<file path="config.mk">
export PLATFORM = sky130hd
export DESIGN_NAME = time_ordered_event_queue
export DESIGN_NICKNAME = d
export VERILOG_FILES = /design/src/sv/toeq_pkg.sv /design/src/sv/time_ordered_event_queue.sv /design/src/sv/toeq_cell.sv
export SDC_FILE = /design/constraint.sdc
export NUM_CORES = 2
export LEC_CHECK = 0
export ABC_AREA = 1
export BUFFER_PORTS_ARGS = -buffer_cell sky130_fd_sc_hd__buf_4
export CAP_MARGIN = 20
export CORE_MARGIN = 1
export CORE_UTILIZATION = 35
export CTS_BUF_LIST = sky130_fd_sc_hd__clkbuf_8
export DETAILED_ROUTE_END_ITERATION = 6
export PLACE_DENSITY = 0.48
export SKIP_CTS_REPAIR_TIMING = 1
export SYNTH_ARGS = -nofsm -noshare
export SYNTH_HDL_FRONTEND = slang
export SYNTH_SLANG_ARGS = --single-unit
</file>
<file path="constraint.sdc">
create_clock -name clock -period 9.35 [get_ports clock]
set_clock_uncertainty 0.1 [all_clocks]
set_input_delay 1.87 -clock clock [delete_from_list [all_inputs] [get_ports clock]]
set_output_delay 1.87 -clock clock [all_outputs]
set_load 0.05 [all_outputs]
</file>
<file path="src/sv/toeq_pkg.sv">
// Package for the time-ordered event queue.
// Holds the event entry type, cell control type and command/status codes.
// No dependencies.
`timescale 1ns / 1ps

package toeq_pkg;

   localparam int TIME_W  = 20;
   localparam int KIND_W  = 4;
   localparam int WORD_W  = 16;
   localparam int OCC_W   = 5;
   localparam int STAT_W  = 2;

   typedef struct packed {
      logic [TIME_W-1:0] time_stamp;
      logic [KIND_W-1:0] kind;
      logic [WORD_W-1:0] first;
      logic [WORD_W-1:0] second;
   } entry_type;

   typedef struct packed {
      logic ins;
      logic rem;
   } cell_ctl_type;

   typedef enum logic {
      CMD_INSERT = 1'b0,
      CMD_REMOVE = 1'b1
   } command_type;

   typedef enum logic [STAT_W-1:0] {
      STATUS_OK        = 2'd0,
      STATUS_FULL      = 2'd1,
      STATUS_EMPTY     = 2'd2,
      STATUS_RESERVED  = 2'd3
   } status_type;

endpackage

</file>
<file path="src/sv/time_ordered_event_queue.sv">
// Top level of the time-ordered event queue: chain of toeq_cell, count and result register.
// Depends on toeq_pkg and toeq_cell.
//
//   channel | direction | handshake             | payload
//   req     | in        | req_valid/req_ready   | command, time, kind, two data words
//   rsp     | out       | rsp_valid/rsp_ready   | status, removed event, empty, occupancy
//
// One transaction per cycle unless rsp_ready stalls: all cells compare with the new time
// in parallel and shift in one step; the result appears in the cycle after acceptance.
// req_ready is high while the result register is empty or being taken.
// Reset clears the count and the result valid; cell contents are not reset.
`timescale 1ns / 1ps

module time_ordered_event_queue #(
   parameter int QUEUE_DEPTH = 16
) (
   input  logic        clock,
   input  logic        reset,
   input  logic        req_valid,
   output logic        req_ready,
   input  logic        req_command,
   input  logic [19:0] req_event_time,
   input  logic [3:0]  req_event_kind,
   input  logic [15:0] req_first_datum,
   input  logic [15:0] req_second_datum,
   output logic        rsp_valid,
   input  logic        rsp_ready,
   output logic [1:0]  rsp_status,
   output logic [19:0] rsp_out_time,
   output logic [3:0]  rsp_out_kind,
   output logic [15:0] rsp_out_first,
   output logic [15:0] rsp_out_second,
   output logic        rsp_is_empty,
   output logic [4:0]  rsp_occupancy
);

   localparam int CNT_W = $clog2(QUEUE_DEPTH + 1);

   logic [CNT_W-1:0] count_ff, count_in;
   logic             rsp_valid_ff, rsp_valid_in;

   toeq_pkg::status_type status_ff, status_in;
   toeq_pkg::entry_type  gone_ff, gone_in;
   logic                 empty_ff, empty_in;
   logic [4:0]           occ_ff, occ_in;

   toeq_pkg::entry_type  new_entry;
   toeq_pkg::entry_type  cell_entry [QUEUE_DEPTH];
   logic [QUEUE_DEPTH-1:0] cell_gt;
   logic [QUEUE_DEPTH-1:0] cell_occ;
   toeq_pkg::cell_ctl_type ctl;

   logic accept, full, empty, do_ins, do_rem;
   logic [CNT_W+4:0] count_wide;

   assign new_entry.time_stamp = req_event_time;
   assign new_entry.kind       = req_event_kind;
   assign new_entry.first      = req_first_datum;
   assign new_entry.second     = req_second_datum;

   assign req_ready = !rsp_valid_ff || rsp_ready;
   assign accept    = req_valid && req_ready;
   assign full      = (count_ff == CNT_W'(QUEUE_DEPTH));
   assign empty     = (count_ff == '0);
   assign do_ins    = accept && (req_command == toeq_pkg::CMD_INSERT) && !full;
   assign do_rem    = accept && (req_command == toeq_pkg::CMD_REMOVE) && !empty;
   assign ctl.ins   = do_ins;
   assign ctl.rem   = do_rem;

   genvar i;
   generate
      for (i = 0; i < QUEUE_DEPTH; i++) begin : g_cell
         assign cell_occ[i] = (CNT_W'(i) < count_ff);
         toeq_cell u_cell (
            .clock      (clock),
            .ctl        (ctl),
            .occupied   (cell_occ[i]),
            .new_entry  (new_entry),
            .prev_entry ((i == 0) ? new_entry : cell_entry[(i == 0) ? 0 : i-1]),
            .prev_gt    ((i == 0) ? 1'b0 : cell_gt[(i == 0) ? 0 : i-1]),
            .next_entry (cell_entry[(i == QUEUE_DEPTH-1) ? i : i+1]),
            .entry      (cell_entry[i]),
            .gt         (cell_gt[i])
         );
      end
   endgenerate

   always_comb begin
      count_in     = count_ff;
      rsp_valid_in = rsp_valid_ff;
      status_in    = status_ff;
      gone_in      = gone_ff;
      empty_in     = empty_ff;
      occ_in       = occ_ff;
      count_wide   = '0;
      if (rsp_valid_ff && rsp_ready) begin
         rsp_valid_in = 1'b0;
      end
      if (accept) begin
         rsp_valid_in = 1'b1;
         gone_in      = '0;
         status_in    = toeq_pkg::STATUS_OK;
         if (req_command == toeq_pkg::CMD_INSERT) begin
            if (full) begin
               status_in = toeq_pkg::STATUS_FULL;
            end else begin
               count_in = count_ff + CNT_W'(1);
            end
         end else begin
            if (empty) begin
               status_in = toeq_pkg::STATUS_EMPTY;
            end else begin
               count_in = count_ff - CNT_W'(1);
               gone_in  = cell_entry[0];
            end
         end
         count_wide = {5'b0, count_in};
         empty_in   = (count_in == '0);
         occ_in     = count_wide[4:0];
      end
   end

   always_ff @(posedge clock) begin
      if (reset) begin
         count_ff     <= '0;
         rsp_valid_ff <= 1'b0;
      end else begin
         count_ff     <= count_in;
         rsp_valid_ff <= rsp_valid_in;
      end
      status_ff <= status_in;
      gone_ff   <= gone_in;
      empty_ff  <= empty_in;
      occ_ff    <= occ_in;
   end

   assign rsp_valid      = rsp_valid_ff;
   assign rsp_status     = status_ff;
   assign rsp_out_time   = gone_ff.time_stamp;
   assign rsp_out_kind   = gone_ff.kind;
   assign rsp_out_first  = gone_ff.first;
   assign rsp_out_second = gone_ff.second;
   assign rsp_is_empty   = empty_ff;
   assign rsp_occupancy  = occ_ff;

endmodule

</file>
<file path="src/sv/toeq_cell.sv">
// One cell of the sorted event chain: holds a single entry.
// Shifts towards the tail on insert, towards the head on remove.
// Depends on toeq_pkg.
`timescale 1ns / 1ps

module toeq_cell (
   input  logic                  clock,
   input  toeq_pkg::cell_ctl_type ctl,
   input  logic                  occupied,
   input  toeq_pkg::entry_type   new_entry,
   input  toeq_pkg::entry_type   prev_entry,
   input  logic                  prev_gt,
   input  toeq_pkg::entry_type   next_entry,
   output toeq_pkg::entry_type   entry,
   output logic                  gt
);

   toeq_pkg::entry_type entry_ff;

   // later than the new event: it must move one place back
   assign gt    = occupied && (entry_ff.time_stamp > new_entry.time_stamp);
   assign entry = entry_ff;

   always_ff @(posedge clock) begin
      if (ctl.ins) begin
         if (prev_gt) begin
            entry_ff <= prev_entry;
         end else if (gt || !occupied) begin
            entry_ff <= new_entry;
         end
      end else if (ctl.rem) begin
         entry_ff <= next_entry;
      end
   end

endmodule

</file>
; ---- Word-level counts from Yosys, hierarchy flattened
; Cells that the tools add are included.
[classes]
magnitude_cmp = 32
n_mul = 0
addsub = 2
shift = 0
n_eq_ne = 16
n_bitwise = 1
reduce_logical = 80
muxes = 70
div = 0
[op_table]
columns = op, n
row1 = $mux 56, 61
row2 = $gt 20x20->1, 16
row3 = $ne 3x1->1 const B, 14
row4 = $lt 4x5->1 const A, 8
row5 = $reduce_and 2->1, 16
row6 = $logic_and 1x1->1, 22
row7 = $lt 3x5->1 const A, 4
row8 = $mux 5, 4
row9 = $logic_not 1->1, 19
row10 = $logic_or 1x1->1, 17
row11 = $logic_not 5->1, 2
row12 = $lt 1x5->1 const A, 2
row13 = $lt 2x5->1 const A, 2
row14 = $reduce_bool 2->1, 3
row15 = $add 5x1->5 const B, 1
row16 = $eq 5x5->1 const B, 1
row17 = $sub 5x1->5 const B, 1
row18 = $mux 2, 2
row19 = $mux 1, 3
row20 = $ne 2x1->1 const B, 1
row21 = $reduce_or 2->1, 1
row22 = $not 1->1, 1
[totals]
reg_bits = 966
ramBits = 0
input_bits = 61
mem_bits_ro = 0
latchBits = 0
wordCells = 274
memories = 0
out_inout_bits = 66

; ---- Depth between registers and ports, before layout
[logic_depth]
depth_word = 7
ltp_mapped = 17
depth_no_buf = 14

; ---- By module
; A second synthesis with hierarchy kept.
[hier_totals]
hier_cells = 6817
hier_area_um2 = 64137.8
[by_module_without_submodules]
columns = mod, area_each_um2, seq_area_each_um2, n_inst, cells_each
row1 = toeq_cell (g_cell[0].u_cell ...), 3923.8, 1681.6, 12, 407
row2 = toeq_cell (g_cell[6].u_cell ...), 3438.3, 1681.6, 4, 407
row3 = time_ordered_event_queue, 3299.4, 2042.0, 1, 305

; ---- Worst setup path before layout
; No wires, ideal clock.
[synth_path]
path_kind = in2reg
from = in req_event_time[19]
to = reg g_cell[10].u_cell.entry_ff, in the netlist g_cell[10].u_cell.entry[0] (enable)
stages = 12
required_time_ns = 8.747
slack_ns = 1.680
setup_ns = 0.503
path_buffers = 3
arrival_time_ns = 7.067
cell_sequence = clkinv_1 -> clkbuf_1 -> ha_1 -> nand2_1 -> nor2_1 -> nand2_1 -> nor2_1 -> nand4_1 -> clkbuf_1 -> clkbuf_1 -> nand2_1 -> a31oi_1
[synth_between]
elab_chain_len = 5
word_cells_on_any_way = 7
cone_classes = order compare (2) / eq/ne (1) / reduce/logical (4)
[synth_lines]
columns = item, line_no
row1 = from (decl), time_ordered_event_queue.sv:22  ; input logic [19:0] req_event_time,
row2 = $gt 20x20->1, toeq_cell.sv:21  ; assign gt = occupied && (entry_ff.time_stamp > new_entry.time_stamp);
row3 = $logic_and 1x1->1, toeq_cell.sv:21
row4 = $logic_or 1x1->1, toeq_cell.sv:28  ; end else if (gt || !occupied) begin
row5 = $ne 3x1->1 (no line) *, --
row6 = $reduce_and 2->1 (no line) *, --
row7 = to (signal assigned), toeq_cell.sv:27  ; entry_ff <= prev_entry;
row8 = to (signal assigned), toeq_cell.sv:29  ; entry_ff <= new_entry;
row9 = to (signal assigned), toeq_cell.sv:32  ; entry_ff <= next_entry;
row10 = to (decl), toeq_cell.sv:18  ; toeq_pkg::entry_type entry_ff;
; Every way passes the cells marked *; elsewhere a longest branch is shown, timed or not.
; A chain may end at the register's enable or synchronous reset.

; ---- Worst setup path in the final report
[layout_path]
from = in req_event_time[17]
to = reg g_cell[9].u_cell.entry_ff, in the netlist g_cell[9].u_cell.entry[17] (enable)
[layout_between]
elab_chain_len = 5
word_cells_on_any_way = 7
cone_classes = order compare (2) / eq/ne (1) / reduce/logical (4)
[layout_lines]
columns = item, line_no
row1 = $gt 20x20->1, toeq_cell.sv:21
row2 = $logic_and 1x1->1, toeq_cell.sv:21
row3 = $logic_or 1x1->1, toeq_cell.sv:28
row4 = $ne 3x1->1 (no line) *, --
row5 = $reduce_and 2->1 (no line) *, --
row6 = to (signal assigned), toeq_cell.sv:27
row7 = to (signal assigned), toeq_cell.sv:29
row8 = to (signal assigned), toeq_cell.sv:32
row9 = to (decl), toeq_cell.sv:18
; Marked as above.

==> results_dict.tcl <==
set metrics [dict create \
    outcome "finished, final reports clean" \
    critPathKind "input port to register" \
    rsz0062_at_grt "no" \
    path_clk_slew_ns 0.06 \
    drc 0 \
    min_path_cells 2 \
    synth.yosys.warnings 0 \
    drtIter0Drc 4928 \
    ys_types 31 \
    grt_pass1_vias 51600 \
    globalRouteOverflowTotal 0 \
    fin_area_um2 67700 \
    clock_path_buffers 3 \
    synth_top_area_frac 0.465 \
    arrival_ns 6.65 \
    cts-root-buf "clkbuf_8" \
    r2r_cells 11 \
    maxCapViolations 0 \
    grt_max_degree 235 \
    fp.dieH_um 423 \
    yosysTopAreaCell "edfxtp_1" \
    dp_hpwl_um 132000 \
    grt_usage 0.225 \
    vias 53300 \
    hold_class "register to register" \
    nets 8162 \
    yosysSeqAreaShare 0.467 \
    start_util 0.352 \
    postRouteAntennaNets 0 \
    ir_drop_v 0.000166 \
    via_per_inst 5.20 \
    ff2ff_setup_slack_ns 3.93 \
    power_density_nw_per_um2 181 \
    whs_endpoint "g_cell[1].u_cell.entry[29]$_DFFE_PP_" \
    async_reset_ff_frac 0 \
    synthCells 7961 \
    endpoint_kind "register" \
    gp_congestion 0.822 \
    worstPathRequired_ns 9.84 \
    crit_path_max_fanout 58 \
    cts_buffers 178 \
    area_growth_pct 9.21 \
    htreeDepth 4 \
    antenna_found_initial 3 \
    fmax_ghz 0.162 \
    min_from "g_cell[2].u_cell.entry[29]$_DFFE_PP_" \
    worstMarginPinSlew_ns 1.30 \
    synthesis.nets 8345 \
    io_buffers 126 \
    fin_crit_ns 6.16 \
    synth.most_common_cell "nand2_1" \
    slew_violations 0 \
    setup_viol 0 \
    p_leak_nw 32.4 \
    rr_endpoint "g_cell[10].u_cell.entry[36]$_DFFE_PP_" \
    hold_viol 0 \
    fin_crit_sh 0.659 \
    cts_tree "built" \
    avgRoutedWirePerCell_um 20.0 \
    syn_area_um2 62000 \
    slew_headroom 0.133 \
    synth_flop_cell "edfxtp_1" \
    coreArea_um2 176000 \
    row_count 154 \
    synth_seq_cells 966 \
    yosys-top-cells-count "nand2_1 (2922), inv_1 (996), edfxtp_1 (960)" \
    finalSetupTns_ns 0 \
    drive_above_1_share 0.0648 \
    io_pins 127 \
    grt_pass1_wl_um 319000 \
    insertion_delay_ns 0.94 \
    yosys-top-cells-area "edfxtp_1 (46%), nand2_1 (18%), nand4_1 (8.1%)" \
    dr.pass1.iters 6 \
    die-area_um2 179000 \
    dpl_cell_area_um2 64500 \
    final.fill_count 18400 \
    cts.sinks 966 \
    syn_area_per_cell_um2 7.79 \
    synth_edf_count 960 \
    fin_util 0.384 \
    wl_um 205000 \
    die-width_um 423 \
    reg2reg_from "count_ff[1]$_SDFFE_PP0P_" \
    crit_path_start_kind "input port" \
]
[worst max-delay path by stage]
stage	depth (start not counted)	start	slack, ns	to
4_1_cts	15	req_event_time[17]	3.14	g_cell[9].u_cell.entry[18]$_DFFE_PP_
3_3_place_gp	15	req_event_time[17]	2.18	g_cell[9].u_cell.entry[18]$_DFFE_PP_
2_1_floorplan	12	req_event_time[19]	1.68	g_cell[10].u_cell.entry[0]$_DFFE_PP_
3_5_place_dp	15	req_event_time[17]	2.14	g_cell[9].u_cell.entry[18]$_DFFE_PP_
5_1_grt	15	req_event_time[17]	2.78	g_cell[9].u_cell.entry[14]$_DFFE_PP_
6_report	15	req_event_time[17]	3.19	g_cell[9].u_cell.entry[17]$_DFFE_PP_
[critical path: stages]
cell and delay, ns:
buf_4 0.08, clkinv_1 0.70, buf_4 0.53, ha_1 0.33, nand2_1 0.05, nor2_1 0.16
nand2_1 0.14, nor2_1 0.20, o21ai_1 0.14, nand3_2 0.09, buf_4 0.53, nand3_2 0.10
buf_4 0.37, a31oi_4 0.77, buf_4 0.46
[registers in the layout, summed over array words and instances (netlist names)]
| name | cells |
|---|---|
| rsp_status | 2 |
| count_ff | 5 |
| g_cell.u_cell.entry | 896 |
| rsp_out_second | 16 |
| rsp_valid | 1 |
| rsp_is_empty | 1 |
| rsp_occupancy | 5 |
| rsp_out_first | 16 |
| rsp_out_kind | 4 |
| rsp_out_time | 20 |
[stage by stage]
step | cells | hold slack, ns | total power [mW] | setup slack (ns)
2_1_floorplan | 7961 | 0.395 | 7.60 | 1.68
3_3_place_gp | 9934 | 0.399 | 8.47 | 2.18
3_5_place_dp | 9938 | 0.404 | 8.52 | 2.14
4_1_cts | 10300 | 0.406 | 12.4 | 3.14
5_1_grt | 10300 | 0.433 | 12.9 | 2.78
6_report | 10300 | 0.407 | 12.3 | 3.19
[where the power goes]
part           leakage [nW]  internal (mW)  switching, mW
Combinational          21.4          0.768           2.04
Sequential             9.17           5.37          0.262
Clock                  1.88           1.86           1.97
[cell type report]
class                      instances  area, um^2  share of cell area
antenna                            2        5.00           0.0000739
timing repair buffer             238        1910              0.0282
tap                             2340        2930              0.0432
sequential                       966       28900               0.428
inverter                        1024        3850              0.0569
multi-input combinational       5370       26900               0.397
clock buffer                     181        2490              0.0368
clock inverter                   138         679              0.0100
[cell families after synthesis]
group | share of synthesized area
AO/OA/AOI/OAI | 0.0260
XOR/XNOR | 0.000424
adder cells (fa/ha/maj) | 0.0652
buffers and inverters | 0.105
flip-flops | 0.467
AND/OR/NAND/NOR | 0.336
[placed cells by master, fill, tap and decap left out, drive strengths merged, types with 149 or more instances in the layout]
cell type and count:
nand3 825, nand2 2923, nor2 189, ha 323
buf 238, o21ai 149, nand4 801, inv 1080
edfxtp 960, clkbuf 181
[layer usage]
layer	up-vias	routed length (um)	GRT usage	part of all wire
met2	1749	90000	0.345	0.44
met5	-	0	0	0
met4	0	4640	0.0598	0.023
li1	26200	-	-	-
met3	270	13300	0.0371	0.065
met1	25100	97500	0.325	0.47
Power figures use the tool's default switching activity.
